==> config.mk <==
export PLATFORM = sky130hd
export DESIGN_NAME = ascii_rgb_command_decoder_flat
export DESIGN_NICKNAME = d
export VERILOG_FILES = /design/src/rtl/core/argbcd_pkg.sv /design/src/rtl/core/argbcd_if.sv /design/src/rtl/core/argbcd_cfg.sv /design/src/rtl/core/argbcd_parse.sv /design/src/rtl/core/argbcd_fifo.sv /design/src/rtl/core/argbcd_scale.sv /design/src/rtl/core/ascii_rgb_command_decoder.sv /design/src/flat_wrapper.sv
export SDC_FILE = /design/constraint.sdc
export NUM_CORES = 1
export LEC_CHECK = 0
export ABC_AREA = 1
export BUFFER_PORTS_ARGS = -buffer_cell sky130_fd_sc_hd__buf_2
export CAP_MARGIN = 40
export CORE_ASPECT_RATIO = 0.8
export CORE_UTILIZATION = 47
export CTS_BUF_LIST = sky130_fd_sc_hd__clkbuf_16
export DETAILED_ROUTE_END_ITERATION = 10
export GPL_TIMING_DRIVEN = 0
export SYNTH_ARGS = -nofsm -noshare
export SYNTH_HDL_FRONTEND = slang
export SYNTH_SLANG_ARGS = --single-unit
==> constraint.sdc <==
create_clock -name clk_i -period 6.5 [get_ports clk_i]
set_input_delay 0.325 -clock clk_i [delete_from_list [all_inputs] [get_ports clk_i]]
set_output_delay 0.325 -clock clk_i [all_outputs]
set_load 0.03 [all_outputs]
==> src/rtl/core/argbcd_pkg.sv <==
`default_nettype none

package argbcd_pkg;

  // Line buffer depth: a line holds at most LINE_BUFFER_BYTES-1 stored bytes
  localparam int unsigned LINE_BUFFER_BYTES = 255;
  localparam int unsigned CNT_W             = $clog2(LINE_BUFFER_BYTES);
  localparam logic [CNT_W-1:0] CNT_LAST     = CNT_W'(LINE_BUFFER_BYTES - 1);

  // Field widths
  localparam int unsigned BYTE_W  = 8;
  localparam int unsigned PCT_W   = 7;
  localparam int unsigned LEVEL_W = 8;
  localparam int unsigned ACC_W   = 11;   // accum*10 + digit before saturation

  // Percent handling
  localparam logic [PCT_W-1:0] PCT_MAX = 7'd100;
  localparam logic [PCT_W-1:0] PCT_SAT = 7'd101;

  // Scaling: duty = (p*full + 50) / 100, divide done as (x*5243) >> 19,
  // exact for x below 25600
  localparam int unsigned PROD_W      = 15;
  localparam logic [PROD_W-1:0] ROUND = 15'd50;
  localparam int unsigned RECIP_W     = 13;
  localparam logic [RECIP_W-1:0] RECIP = 13'd5243;
  localparam int unsigned RECIP_SHIFT = 19;
  localparam int unsigned QPROD_W     = PROD_W + RECIP_W;

  // Characters
  localparam logic [BYTE_W-1:0] CH_NUL   = 8'h00;
  localparam logic [BYTE_W-1:0] CH_TAB   = 8'h09;
  localparam logic [BYTE_W-1:0] CH_LF    = 8'h0A;
  localparam logic [BYTE_W-1:0] CH_VT    = 8'h0B;
  localparam logic [BYTE_W-1:0] CH_FF    = 8'h0C;
  localparam logic [BYTE_W-1:0] CH_CR    = 8'h0D;
  localparam logic [BYTE_W-1:0] CH_SPACE = 8'h20;
  localparam logic [BYTE_W-1:0] CH_PLUS  = 8'h2B;
  localparam logic [BYTE_W-1:0] CH_COMMA = 8'h2C;
  localparam logic [BYTE_W-1:0] CH_MINUS = 8'h2D;
  localparam logic [BYTE_W-1:0] CH_ZERO  = 8'h30;
  localparam logic [BYTE_W-1:0] CH_NINE  = 8'h39;

  // Register file
  localparam int unsigned APB_ADDR_W = 4;
  localparam int unsigned APB_DATA_W = 32;
  localparam logic [LEVEL_W-1:0] FULL_SCALE_RST = 8'd255;

  typedef enum logic [1:0] {
    REG_RED   = 2'd0,
    REG_GREEN = 2'd1,
    REG_BLUE  = 2'd2
  } reg_idx_e;

  typedef struct packed {
    logic [LEVEL_W-1:0] red;
    logic [LEVEL_W-1:0] green;
    logic [LEVEL_W-1:0] blue;
  } full_scale_t;

  // Judged line, handed from the parser to the scaler
  typedef struct packed {
    logic             ok;
    logic [PCT_W-1:0] p_red;
    logic [PCT_W-1:0] p_green;
    logic [PCT_W-1:0] p_blue;
  } cmd_t;

endpackage

`default_nettype wire

==> src/rtl/core/argbcd_if.sv <==
`default_nettype none

interface argbcd_in_if;
  import argbcd_pkg::*;
  logic              valid;
  logic              ready;
  logic [BYTE_W-1:0] rx_byte;

  modport source (output valid, output rx_byte, input ready);
  modport sink   (input valid, input rx_byte, output ready);
endinterface

interface argbcd_out_if;
  import argbcd_pkg::*;
  logic               valid;
  logic               ready;
  logic               line_ok;
  logic [LEVEL_W-1:0] red_duty;
  logic [LEVEL_W-1:0] green_duty;
  logic [LEVEL_W-1:0] blue_duty;

  modport source (output valid, output line_ok, output red_duty, output green_duty,
                  output blue_duty, input ready);
  modport sink   (input valid, input line_ok, input red_duty, input green_duty,
                  input blue_duty, output ready);
endinterface

`default_nettype wire

==> src/rtl/core/argbcd_cfg.sv <==
`default_nettype none

module argbcd_cfg (
  input  wire logic                              clk_i,
  input  wire logic                              rst_ni,
  input  wire logic                              psel,
  input  wire logic                              penable,
  input  wire logic                              pwrite,
  input  wire logic [argbcd_pkg::APB_ADDR_W-1:0] paddr,
  input  wire logic [argbcd_pkg::APB_DATA_W-1:0] pwdata,
  output logic      [argbcd_pkg::APB_DATA_W-1:0] prdata,
  output logic                                   pready,
  output argbcd_pkg::full_scale_t                full_scale_o
);
  import argbcd_pkg::*;

  full_scale_t fs_q, fs_d;
  reg_idx_e    idx;
  logic        wr_en;

  assign pready = 1'b1;
  assign idx    = reg_idx_e'(paddr[APB_ADDR_W-1:2]);
  assign wr_en  = psel && penable && pwrite;

  // Register write decode
  always_comb begin
    fs_d = fs_q;
    if (wr_en) begin
      case (idx)
        REG_RED:   fs_d.red   = pwdata[LEVEL_W-1:0];
        REG_GREEN: fs_d.green = pwdata[LEVEL_W-1:0];
        REG_BLUE:  fs_d.blue  = pwdata[LEVEL_W-1:0];
        default:   fs_d = fs_q;
      endcase
    end
  end

  always_ff @(posedge clk_i or negedge rst_ni) begin
    if (!rst_ni) begin
      fs_q <= '{red: FULL_SCALE_RST, green: FULL_SCALE_RST, blue: FULL_SCALE_RST};
    end else begin
      fs_q <= fs_d;
    end
  end

  // Read mux
  always_comb begin
    case (idx)
      REG_RED:   prdata = APB_DATA_W'(fs_q.red);
      REG_GREEN: prdata = APB_DATA_W'(fs_q.green);
      REG_BLUE:  prdata = APB_DATA_W'(fs_q.blue);
      default:   prdata = '0;
    endcase
  end

  assign full_scale_o = fs_q;

endmodule

`default_nettype wire

==> src/rtl/core/argbcd_parse.sv <==
`default_nettype none

module argbcd_parse (
  input  wire logic       clk_i,
  input  wire logic       rst_ni,
  argbcd_in_if.sink       in_i,
  input  wire logic       q_full_i,
  output logic            push_o,
  output argbcd_pkg::cmd_t cmd_o
);
  import argbcd_pkg::*;

  typedef enum logic [4:0] {
    PH_BEFORE = 5'b00001,
    PH_SIGN   = 5'b00010,
    PH_DIGITS = 5'b00100,
    PH_DONE   = 5'b01000,
    PH_FAIL   = 5'b10000
  } phase_e;

  phase_e           phase_q, phase_d;
  logic [1:0]       field_q, field_d;
  logic [PCT_W-1:0] acc_q, acc_d;
  logic             minus_q, minus_d;
  logic             ended_q, ended_d;
  logic [CNT_W-1:0] count_q, count_d;
  logic [PCT_W-1:0] first_q, first_d;
  logic [PCT_W-1:0] second_q, second_d;

  logic              fire;
  logic [BYTE_W-1:0] c;
  logic              digit;
  logic              blank;
  logic [3:0]        dval;
  logic [ACC_W-1:0]  acc_next;
  logic [PCT_W-1:0]  cur_pct;

  assign in_i.ready = !q_full_i;
  assign fire       = in_i.valid && !q_full_i;
  assign c          = in_i.rx_byte;
  assign dval       = c[3:0];
  assign acc_next   = ACC_W'(acc_q) * ACC_W'(10) + ACC_W'(dval);

  always_comb begin
    digit = c inside {[CH_ZERO:CH_NINE]};
    blank = c inside {CH_SPACE, CH_TAB, CH_VT, CH_FF};
  end

  // Clamped percent of the number in progress
  always_comb begin
    if (minus_q) begin
      cur_pct = '0;
    end else if (acc_q > PCT_MAX) begin
      cur_pct = PCT_MAX;
    end else begin
      cur_pct = acc_q;
    end
  end

  // Per-byte parse
  always_comb begin
    phase_d  = phase_q;
    field_d  = field_q;
    acc_d    = acc_q;
    minus_d  = minus_q;
    ended_d  = ended_q;
    count_d  = count_q;
    first_d  = first_q;
    second_d = second_q;
    push_o   = 1'b0;
    cmd_o.ok      = (field_q == 2'd2) && (phase_q == PH_DONE || phase_q == PH_DIGITS);
    cmd_o.p_red   = first_q;
    cmd_o.p_green = second_q;
    cmd_o.p_blue  = cur_pct;

    if (fire && c != CH_CR) begin
      if (c == CH_LF || count_q >= CNT_LAST) begin
        // newline judges the line; an overlong line just restarts
        push_o  = (c == CH_LF);
        phase_d = PH_BEFORE;
        field_d = '0;
        acc_d   = '0;
        minus_d = 1'b0;
        ended_d = 1'b0;
        count_d = '0;
      end else begin
        count_d = count_q + CNT_W'(1);
        if (!ended_q) begin
          if (c == CH_NUL) begin
            ended_d = 1'b1;
          end else begin
            case (phase_q)
              PH_BEFORE: begin
                if (!blank) begin
                  acc_d   = '0;
                  minus_d = 1'b0;
                  if (c == CH_PLUS || c == CH_MINUS) begin
                    minus_d = (c == CH_MINUS);
                    phase_d = PH_SIGN;
                  end else if (digit) begin
                    acc_d   = PCT_W'(dval);
                    phase_d = PH_DIGITS;
                  end else begin
                    phase_d = PH_FAIL;
                  end
                end
              end
              PH_SIGN: begin
                if (digit) begin
                  acc_d   = PCT_W'(dval);
                  phase_d = PH_DIGITS;
                end else begin
                  phase_d = PH_FAIL;
                end
              end
              PH_DIGITS: begin
                if (digit) begin
                  acc_d = (acc_next > ACC_W'(PCT_MAX)) ? PCT_SAT : acc_next[PCT_W-1:0];
                end else if (field_q == 2'd2) begin
                  phase_d = PH_DONE;
                end else if (c == CH_COMMA) begin
                  if (field_q == 2'd0) begin
                    first_d = cur_pct;
                  end else begin
                    second_d = cur_pct;
                  end
                  field_d = field_q + 2'd1;
                  phase_d = PH_BEFORE;
                end else begin
                  phase_d = PH_FAIL;
                end
              end
              default: phase_d = phase_q;
            endcase
          end
        end
      end
    end
  end

  always_ff @(posedge clk_i or negedge rst_ni) begin
    if (!rst_ni) begin
      phase_q  <= PH_BEFORE;
      field_q  <= '0;
      acc_q    <= '0;
      minus_q  <= 1'b0;
      ended_q  <= 1'b0;
      count_q  <= '0;
      first_q  <= '0;
      second_q <= '0;
    end else begin
      phase_q  <= phase_d;
      field_q  <= field_d;
      acc_q    <= acc_d;
      minus_q  <= minus_d;
      ended_q  <= ended_d;
      count_q  <= count_d;
      first_q  <= first_d;
      second_q <= second_d;
    end
  end

endmodule

`default_nettype wire

==> src/rtl/core/argbcd_fifo.sv <==
`default_nettype none

module argbcd_fifo (
  input  wire logic              clk_i,
  input  wire logic              rst_ni,
  input  wire logic              push_i,
  input  wire argbcd_pkg::cmd_t  push_data_i,
  output logic                   full_o,
  input  wire logic              pop_i,
  output logic                   valid_o,
  output argbcd_pkg::cmd_t       pop_data_o
);
  import argbcd_pkg::*;

  cmd_t       mem_q [2];
  logic       wr_ptr_q, wr_ptr_d;
  logic       rd_ptr_q, rd_ptr_d;
  logic [1:0] count_q, count_d;
  logic       do_push, do_pop;

  assign full_o     = (count_q == 2'd2);
  assign valid_o    = (count_q != 2'd0);
  assign pop_data_o = mem_q[rd_ptr_q];
  assign do_push    = push_i && !full_o;
  assign do_pop     = pop_i && valid_o;

  // Pointer and occupancy update
  always_comb begin
    wr_ptr_d = do_push ? !wr_ptr_q : wr_ptr_q;
    rd_ptr_d = do_pop ? !rd_ptr_q : rd_ptr_q;
    count_d  = count_q;
    if (do_push && !do_pop) begin
      count_d = count_q + 2'd1;
    end else if (do_pop && !do_push) begin
      count_d = count_q - 2'd1;
    end
  end

  always_ff @(posedge clk_i or negedge rst_ni) begin
    if (!rst_ni) begin
      wr_ptr_q <= 1'b0;
      rd_ptr_q <= 1'b0;
      count_q  <= '0;
    end else begin
      wr_ptr_q <= wr_ptr_d;
      rd_ptr_q <= rd_ptr_d;
      count_q  <= count_d;
    end
  end

  always_ff @(posedge clk_i) begin
    if (do_push) begin
      mem_q[wr_ptr_q] <= push_data_i;
    end
  end

endmodule

`default_nettype wire

==> src/rtl/core/argbcd_scale.sv <==
`default_nettype none

module argbcd_scale (
  input  wire logic                   clk_i,
  input  wire logic                   rst_ni,
  input  wire argbcd_pkg::full_scale_t full_scale_i,
  input  wire logic                   cmd_valid_i,
  input  wire argbcd_pkg::cmd_t       cmd_i,
  output logic                        pop_o,
  argbcd_out_if.source                out_o
);
  import argbcd_pkg::*;

  logic               adv;

  // Stage A: p*full + 50
  logic               a_valid_q;
  logic               a_ok_q;
  logic [PROD_W-1:0]  a_red_q, a_green_q, a_blue_q;

  // Stage B: divide by 100, levels, result register
  logic [QPROD_W-1:0] q_red, q_green, q_blue;
  logic [LEVEL_W-1:0] red_d, green_d, blue_d;
  logic [LEVEL_W-1:0] red_q, green_q, blue_q;
  logic               out_valid_q;
  logic               out_ok_q;

  assign adv   = !out_valid_q || out_o.ready;
  assign pop_o = cmd_valid_i && adv;

  always_ff @(posedge clk_i or negedge rst_ni) begin
    if (!rst_ni) begin
      a_valid_q <= 1'b0;
    end else if (adv) begin
      a_valid_q <= cmd_valid_i;
    end
  end

  always_ff @(posedge clk_i) begin
    if (pop_o) begin
      a_ok_q    <= cmd_i.ok;
      a_red_q   <= PROD_W'(cmd_i.p_red) * PROD_W'(full_scale_i.red) + ROUND;
      a_green_q <= PROD_W'(cmd_i.p_green) * PROD_W'(full_scale_i.green) + ROUND;
      a_blue_q  <= PROD_W'(cmd_i.p_blue) * PROD_W'(full_scale_i.blue) + ROUND;
    end
  end

  // Reciprocal multiply for the divide by 100
  assign q_red   = QPROD_W'(a_red_q) * QPROD_W'(RECIP);
  assign q_green = QPROD_W'(a_green_q) * QPROD_W'(RECIP);
  assign q_blue  = QPROD_W'(a_blue_q) * QPROD_W'(RECIP);

  always_comb begin
    red_d   = red_q;
    green_d = green_q;
    blue_d  = blue_q;
    if (a_valid_q && a_ok_q) begin
      red_d   = q_red[RECIP_SHIFT +: LEVEL_W];
      green_d = q_green[RECIP_SHIFT +: LEVEL_W];
      blue_d  = q_blue[RECIP_SHIFT +: LEVEL_W];
    end
  end

  // Levels double as the result payload
  always_ff @(posedge clk_i or negedge rst_ni) begin
    if (!rst_ni) begin
      out_valid_q <= 1'b0;
      out_ok_q    <= 1'b0;
      red_q       <= FULL_SCALE_RST;
      green_q     <= FULL_SCALE_RST;
      blue_q      <= FULL_SCALE_RST;
    end else if (adv) begin
      out_valid_q <= a_valid_q;
      if (a_valid_q) begin
        out_ok_q <= a_ok_q;
        red_q    <= red_d;
        green_q  <= green_d;
        blue_q   <= blue_d;
      end
    end
  end

  assign out_o.valid      = out_valid_q;
  assign out_o.line_ok    = out_ok_q;
  assign out_o.red_duty   = red_q;
  assign out_o.green_duty = green_q;
  assign out_o.blue_duty  = blue_q;

endmodule

`default_nettype wire

==> src/rtl/core/ascii_rgb_command_decoder.sv <==
// Parses received text lines "r,g,b" (percent values, sscanf "%d,%d,%d" rules) and
// turns each good line into three 8-bit duty levels, duty = (p*full_scale + 50)/100.
// One byte is taken every cycle; in_i.ready drops only while the two-entry command
// queue between the parser and the scaler is full, which happens only when results
// are not taken. Every newline yields one item on out_o, carried through the queue,
// the multiply stage and the divide-by-reciprocal stage into the result register;
// line_ok is 0 and the levels are kept for a bad line. Carriage returns are
// dropped, a NUL ends the parsed text, and a line of LINE_BUFFER_BYTES-1 stored bytes
// restarts the parser. Full-scale registers sit at byte offsets 0, 4 and 8.
`default_nettype none

module ascii_rgb_command_decoder (
  input  wire logic                              clk_i,
  input  wire logic                              rst_ni,
  argbcd_in_if.sink                              in_i,
  argbcd_out_if.source                           out_o,
  input  wire logic                              psel,
  input  wire logic                              penable,
  input  wire logic                              pwrite,
  input  wire logic [argbcd_pkg::APB_ADDR_W-1:0] paddr,
  input  wire logic [argbcd_pkg::APB_DATA_W-1:0] pwdata,
  output logic      [argbcd_pkg::APB_DATA_W-1:0] prdata,
  output logic                                   pready
);
  import argbcd_pkg::*;

  full_scale_t full_scale;
  logic        push;
  cmd_t        push_cmd;
  logic        q_full;
  logic        pop;
  logic        q_valid;
  cmd_t        q_cmd;

  argbcd_cfg u_cfg (
    .clk_i        (clk_i),
    .rst_ni       (rst_ni),
    .psel         (psel),
    .penable      (penable),
    .pwrite       (pwrite),
    .paddr        (paddr),
    .pwdata       (pwdata),
    .prdata       (prdata),
    .pready       (pready),
    .full_scale_o (full_scale)
  );

  argbcd_parse u_parse (
    .clk_i    (clk_i),
    .rst_ni   (rst_ni),
    .in_i     (in_i),
    .q_full_i (q_full),
    .push_o   (push),
    .cmd_o    (push_cmd)
  );

  argbcd_fifo u_fifo (
    .clk_i       (clk_i),
    .rst_ni      (rst_ni),
    .push_i      (push),
    .push_data_i (push_cmd),
    .full_o      (q_full),
    .pop_i       (pop),
    .valid_o     (q_valid),
    .pop_data_o  (q_cmd)
  );

  argbcd_scale u_scale (
    .clk_i        (clk_i),
    .rst_ni       (rst_ni),
    .full_scale_i (full_scale),
    .cmd_valid_i  (q_valid),
    .cmd_i        (q_cmd),
    .pop_o        (pop),
    .out_o        (out_o)
  );

endmodule

`default_nettype wire
==> src/flat_wrapper.sv <==
// flat-port wrapper written by rule: the top's interface ports become plain ports
module ascii_rgb_command_decoder_flat import argbcd_pkg::*;
  (clk_i, rst_ni, psel, penable, pwrite, paddr, pwdata, prdata, pready, in_i_valid, in_i_rx_byte, in_i_ready, out_o_valid, out_o_line_ok, out_o_red_duty, out_o_green_duty, out_o_blue_duty, out_o_ready);
  argbcd_in_if in_i_i ();
  argbcd_out_if out_o_i ();
  input  wire logic clk_i;
  input  wire logic rst_ni;
  input  wire logic psel;
  input  wire logic penable;
  input  wire logic pwrite;
  input  wire logic [argbcd_pkg::APB_ADDR_W-1:0] paddr;
  input  wire logic [argbcd_pkg::APB_DATA_W-1:0] pwdata;
  output logic      [argbcd_pkg::APB_DATA_W-1:0] prdata;
  output logic pready;
  input wire logic [$bits(in_i_i.valid)-1:0] in_i_valid;
  input wire logic [$bits(in_i_i.rx_byte)-1:0] in_i_rx_byte;
  output wire logic [$bits(in_i_i.ready)-1:0] in_i_ready;
  output wire logic [$bits(out_o_i.valid)-1:0] out_o_valid;
  output wire logic [$bits(out_o_i.line_ok)-1:0] out_o_line_ok;
  output wire logic [$bits(out_o_i.red_duty)-1:0] out_o_red_duty;
  output wire logic [$bits(out_o_i.green_duty)-1:0] out_o_green_duty;
  output wire logic [$bits(out_o_i.blue_duty)-1:0] out_o_blue_duty;
  input wire logic [$bits(out_o_i.ready)-1:0] out_o_ready;
  assign in_i_i.valid = in_i_valid;
  assign in_i_i.rx_byte = in_i_rx_byte;
  assign in_i_ready = in_i_i.ready;
  assign out_o_valid = out_o_i.valid;
  assign out_o_line_ok = out_o_i.line_ok;
  assign out_o_red_duty = out_o_i.red_duty;
  assign out_o_green_duty = out_o_i.green_duty;
  assign out_o_blue_duty = out_o_i.blue_duty;
  assign out_o_i.ready = out_o_ready;
  ascii_rgb_command_decoder u_core (.clk_i(clk_i), .rst_ni(rst_ni), .in_i(in_i_i), .out_o(out_o_i), .psel(psel), .penable(penable), .pwrite(pwrite), .paddr(paddr), .pwdata(pwdata), .prdata(prdata), .pready(pready));
endmodule
# Yosys cells after proc, flatten, opt, wreduce, memory -nomap -nowiden
# Memories as Yosys holds them, arrays and structs flattened.
# Cells that the tools add are included.
classes:
  add_sub_neg: 8
  n_mux: 46
  n_mul: 7
  reduce_logical: 43
  order_cmp: 5
  eq_ne: 26
  n_bitwise: 6
ops:
  columns: ["cell", "n"]
  rows:
  - ["multiplier 15 x 13 -> 27 bit, second input constant", 3]
  - ["two-way mux 7 bit", 9]
  - ["adder 15 x 6 -> 15 bit, second input constant", 3]
  - ["multiplier 7 x 8 -> 15 bit", 3]
  - ["two-way mux 5 bit", 9]
  - ["equality test 8 x 4 -> 1 bit, second input constant", 4]
  - ["equality test 8 x 6 -> 1 bit, second input constant", 4]
  - ["one-hot mux 8 bit (3 select lines)", 1]
  - ["one-hot mux 7 bit (3 select lines)", 1]
  - ["two-way mux 2 bit", 9]
  - ["AND reduction 9 bit", 2]
  - ["one-hot mux 5 bit (3 select lines)", 1]
  - ["AND reduction 7 bit", 2]
  - ["two-way mux 1 bit", 13]
  - ["logical AND 1 bit", 12]
  - ["adder 11 x 4 -> 11 bit", 1]
  - ["> comparator 11 x 7 -> 1 bit, second input constant", 1]
  - ["multiplier 7 x 3 -> 10 bit, second input constant", 1]
  - ["nonzero test 2 bit", 5]
  - ["adder 8 x 1 -> 8 bit, second input constant", 1]
  - ["greater-or-equal comparator 8 x 6 -> 1 bit, second input constant", 1]
  - ["greater-or-equal comparator 8 bit, second input constant", 1]
  - ["<= comparator 8 x 6 -> 1 bit, second input constant", 1]
  - ["zero test 8 bit", 1]
  - ["25 further kinds", 52]
totals:
  memories: 1
  reg_bits: 139
  ram_bits: 44
  out_inout_bits: 60
mem_list:
  columns: ["name", "words", "width", "read_ports", "rd_clocked_by_memory_dff", "wr", "line_no", "source"]
  rows:
  - ["u_core.u_fifo.mem_q", 2, 22, 1, 0, 1, "argbcd_fifo.sv:15", "cmd_t mem_q [2];"]

# Depth between registers and ports, before layout
logic_depth:
  depth_word: 10
  depth_mapped: 25
  mapped_depth_nobuf: 25

# Hierarchy
# Synthesis repeated with hierarchy kept, for this count alone.
hier_totals:
  hier_cells: 3172
  area_unflattened_um2: 26212.6
modules_own_cells:
  columns: ["mod", "seq_area_each_um2", "cells_each", "area_per_inst_um2", "instances"]
  rows:
  - ["argbcd_scale", 2087.0, 2454, 20199.4, 1]
  - ["argbcd_parse", 952.2, 399, 2839.0, 1]
  - ["argbcd_fifo", 1421.4, 146, 1836.8, 1]
  - ["argbcd_cfg", 630.6, 173, 1337.5, 1]

# Worst setup path after synthesis
# No wires, ideal clock.
synth_timing:
  path_type: "register to register"
  startpoint: "register u_core.u_fifo.rd_ptr_q"
  endpoint: "register u_core.u_scale.a_blue_q[14], data pin"
  synth_period_minus_slack_ns: 4.642
  arrival_ns: 4.382
  stages_incl_launch_ff: 22
  setup_slack_ns: 1.858
  cell_sequence: "dfrtp_1 > inv_1 > clkbuf_1 > or2_2 > o21ai_0 > inv_1 > nand2_1 > fa_1 > inv_1 > fa_1 > inv_1 > fa_1 > inv_1 > fa_1 > ha_1 > a21oi_1 > o21ai_0 > a21oi_1 > nor2_1 > nand3_1 > nand2_1 > xor2_1"
synth_via:
  elab_chain_len: 3
synth_lines:
  columns: ["element", "line_no", "source"]
  rows:
  - ["start, declared", "argbcd_fifo.sv:17", "logic rd_ptr_q, rd_ptr_d;"]
  - ["start signal, assigned", "argbcd_fifo.sv:46", "rd_ptr_q <= rd_ptr_d;"]
  - ["memory (2 x 22 bit)", null, null]
  - ["multiplier 7 x 8 -> 15 bit", "argbcd_scale.sv:44", "a_blue_q <= PROD_W'(cmd_i.p_blue) * PROD_W'(full_scale_i.blue) + ROUND;"]
  - ["adder 15 x 6 -> 15 bit", "argbcd_scale.sv:44", null]
  - ["end signal, assigned", "argbcd_scale.sv:44", null]
  - ["end, declared", "argbcd_scale.sv:19", "logic [PROD_W-1:0] a_red_q, a_green_q, a_blue_q;"]
# No other way between the ends.
# A chain may end at the register's enable or synchronous reset.

# Final worst setup path
# Same ends and word-level chain as after synthesis.

==> impl_metrics.json <==
{
  "synthCells": 3016,
  "wl_per_cell_um": 14.9,
  "vias": 18926,
  "drc_errors": 0,
  "slew_headroom": 0.414,
  "max_freq_ghz": 0.184,
  "ys_seq_area_frac": 0.198,
  "core-area_um2": 53900,
  "dieArea_um2": 55500,
  "wl_met3_mm": 2.53,
  "synthMuxAreaShare": 0,
  "synth_edf_count": 90,
  "cts_root_buffer": "clkbuf_16",
  "worstMarginPinSlew_ns": 0.870,
  "synth_top_family_by_area": "adder cells",
  "clock_path_buffers": 2,
  "fin_crit_ns": 5.44,
  "clock-sinks": 183,
  "numPortBuffers": 59,
  "first_pass_iters": 5,
  "post_synth_xor_area_fraction": 0.0174,
  "start_kind": "flip-flop",
  "dpl.hpwl_mm": 49.6,
  "cts_tree": "done",
  "antenna_found_initial": 0,
  "setup_viol": 0,
  "maxSlewViolCount": 0,
  "grt_pass1_vias": 19514,
  "globalRouteOverflowTotal": 0,
  "vias_per_cell": 4.93,
  "ys_ff_latch": 183,
  "layout.nets": 3890,
  "ys_types": 52,
  "crit_path_start": "u_core.u_fifo.rd_ptr_q",
  "cts_made_buffers": 17,
  "status": "finished clean",
  "routed_wl_mm": 57.2,
  "fin_tns_setup_ns": 0,
  "rows": 76,
  "drive_gt1_frac": 0.0755,
  "place_congestion": 0.924,
  "yosys.area_share.adder": 0.437,
  "synthFlopType": "edfxtp_1",
  "post-route-period-util": 0.837,
  "hold_viol": 0,
  "hp-start": "pwdata[2]",
  "synthSimpleGateAreaFrac": 0.151,
  "crit_arrival_ns": 5.67,
  "synthArstFlopShare": 0.508,
  "path_max_fanout": 10,
  "h-tree-depth": 4,
  "synth_compound_area_frac": 0.0646,
  "grt_max_degree": 53,
  "worstHoldPathType": "input pin to flip-flop",
  "wl_met1_mm": 29.7,
  "dr.max_layer_used": "met4",
  "die_w_um": 263,
  "drv_cap": 0,
  "ys_warn_count": 0,
  "fin_skew_ns": 0.0223,
  "clock_latency_ns": 0.48,
  "die_h_um": 211,
  "path_clk_slew_ns": 0.08,
  "cp-end-kind": "flip-flop",
  "initial_core_util": 0.476,
  "avgSynthCellArea_um2": 8.51,
  "ant_nets": 0,
  "grtUsageTotal": 0.217,
  "area_growth_pct": 7.79,
  "grt_pass1_wl_mm": 96.6,
  "dr_wl_met2_mm": 24.3,
  "drtIter0Drc": 874,
  "rsz0062_at_grt": "no",
  "syn_area_um2": 25700,
  "worstPathRequired_ns": 6.72,
  "ios": 111,
  "crit_type": "flip-flop to flip-flop",
  "reg2reg_from": "u_core.u_fifo.rd_ptr_q"
}
-- stage by stage --
stage / instances / util / worst slack [ns] / cell area [µm²] / hold slack (ns)
final: 3842 / 0.513 / 1.06 / 27700 / 0.200
after global routing: 3841 / 0.513 / 0.657 / 27700 / 0.184
after CTS: 3841 / 0.513 / 1.05 / 27700 / 0.146
after detailed placement: 3808 / 0.502 / 1.10 / 27000 / 0.409
after global placement: 3800 / 0.499 / 0.905 / 26900 / 0.456
after floorplan: 3039 / - / 1.86 / 25700 / 0.0294
-- timing repair --
action / 4_1_cts / 5_1_grt
hold endpoints to repair: 26 / 0
setup buffers: 0 / 0
gates resized for setup: 0 / 0
hold buffers: 1 / 0
-- cells in the final DEF, fill, tap and decap left out, types with 4 or more instances in the layout --
cell	n
a21boi_0	5
a21o_1	17
a21oi_1	110
buf_1	8
buf_2	61
buf_4	27
clkbuf_1	10
clkbuf_16	18
clkinv_8	4
conb_1	25
dfrtp_1	44
dfstp_2	49
edfxtp_1	90
fa_1	305
ha_1	408
inv_1	811
inv_6	5
nand2_1	494
nand2_2	9
nand3_1	106
nand3_2	4
nand3b_1	5
nand4_1	36
nor2_1	184
nor2_2	7
nor3_1	22
nor4_1	5
o211ai_1	5
o21ai_0	115
o21ai_1	16
o21ai_2	7
o21bai_1	7
o221ai_1	6
or2_2	23
xnor2_1	17
xor2_1	34
-- kinds of logic after synthesis --
group,count (synthesis)
flops,183
simple gates,905
compound gates,299
fa+ha+maj,713
buf+inv,863
xor+xnor,51
other cells,2
-- Yosys cell counts (all sizes together), types with 2 or more instances --
master    n  area (µm²)
xnor2    17         149
clkbuf   10        37.5
xor2     34         298
o31ai     2        15.0
buf      37         259
inv     814        3060
dfrtp    44        1100
nor4      5        31.3
nand2   503        1910
nand3b    6        57.6
o21ai   138         717
a21boi    6        45.1
ha      408        5100
clkinv    2        7.51
nand4    38         259
dfstp    49        1290
nor3     23         126
nor2    194         763
a21o     17         128
nand3   110         571
o21bai    7        52.6
or2      24         150
o211ai    5        37.5
conb      2        7.51
fa      305        6110
edfxtp   90        2700
a21oi   111         556
o221ai    6        52.6
-- critical path, cell delays in order (launching register included) --
cell and delay [ns]:
dfrtp_1 0.42, inv_1 0.11, clkbuf_1 0.44, or2_2 0.20, o21ai_0 0.22, inv_1 0.24
nand2_1 0.10, fa_1 0.55, inv_1 0.06, fa_1 0.53, inv_1 0.05, fa_1 0.53
inv_1 0.06, fa_1 0.47, ha_1 0.36, a21oi_1 0.15, o21ai_0 0.09, a21oi_1 0.24
nor2_1 0.10, nand3_1 0.08, nand2_1 0.06, xor2_1 0.14
-- sequential cells by signal (all words and copies together), names as in the netlist, 2 cells and up --
register / count
u_core.u_parse.first_q: 7
u_core.u_scale.a_blue_q: 15
u_core.u_cfg.full_scale_o: 24
u_core.u_parse.count_q: 8
u_core.u_scale.a_green_q: 15
u_core.u_parse.acc_q: 7
u_core.u_scale.out_o.red_duty: 8
u_core.u_parse.second_q: 7
u_core.u_scale.out_o.green_duty: 8
u_core.u_scale.out_o.blue_duty: 8
u_core.u_fifo.count_q: 2
u_core.u_parse.field_q: 2
u_core.u_parse.phase_q: 5
u_core.u_scale.a_red_q: 15
u_core.u_fifo.mem_q: 44
-- final timing paths --
check	to	slack, ns	cells past startpoint
max	u_core.u_scale.a_blue_q[14]	1.06	21
min	u_core.u_cfg.full_scale_o[2]	0.20	3
max reg2reg	u_core.u_scale.a_blue_q[14]	1.06	21
min reg2reg	u_core.u_scale.out_o.blue_duty[6]	0.47	2
max in group asynchronous	u_core.u_scale.out_o.green_duty[3]	5.30	3
min in group asynchronous	u_core.u_parse.phase_q[1]	0.42	2
-- metal layers --
metal | vias up | track usage
li1 | 9509 | -
met1 | 9014 | 0.319
met2 | 357 | 0.337
met4 | 0 | 0.0456
met3 | 46 | 0.0354
met5 | - | 0
-- area by class of cell --
cell class              count  area [µm²]
plain buffers              47         297
clock buffers              18         450
repair buffers             68         415
well taps                 702         878
inverters                 816        3060
diodes                      1        2.50
clock inverters            14         150
multi-input cells        1993       17300
fillers                  5154       26300
flip-flops and latches    183        5090
Power is left out: the tool's default activity adds up to more than one toggle a clock period on the data nets, which glitch-free logic cannot reach.
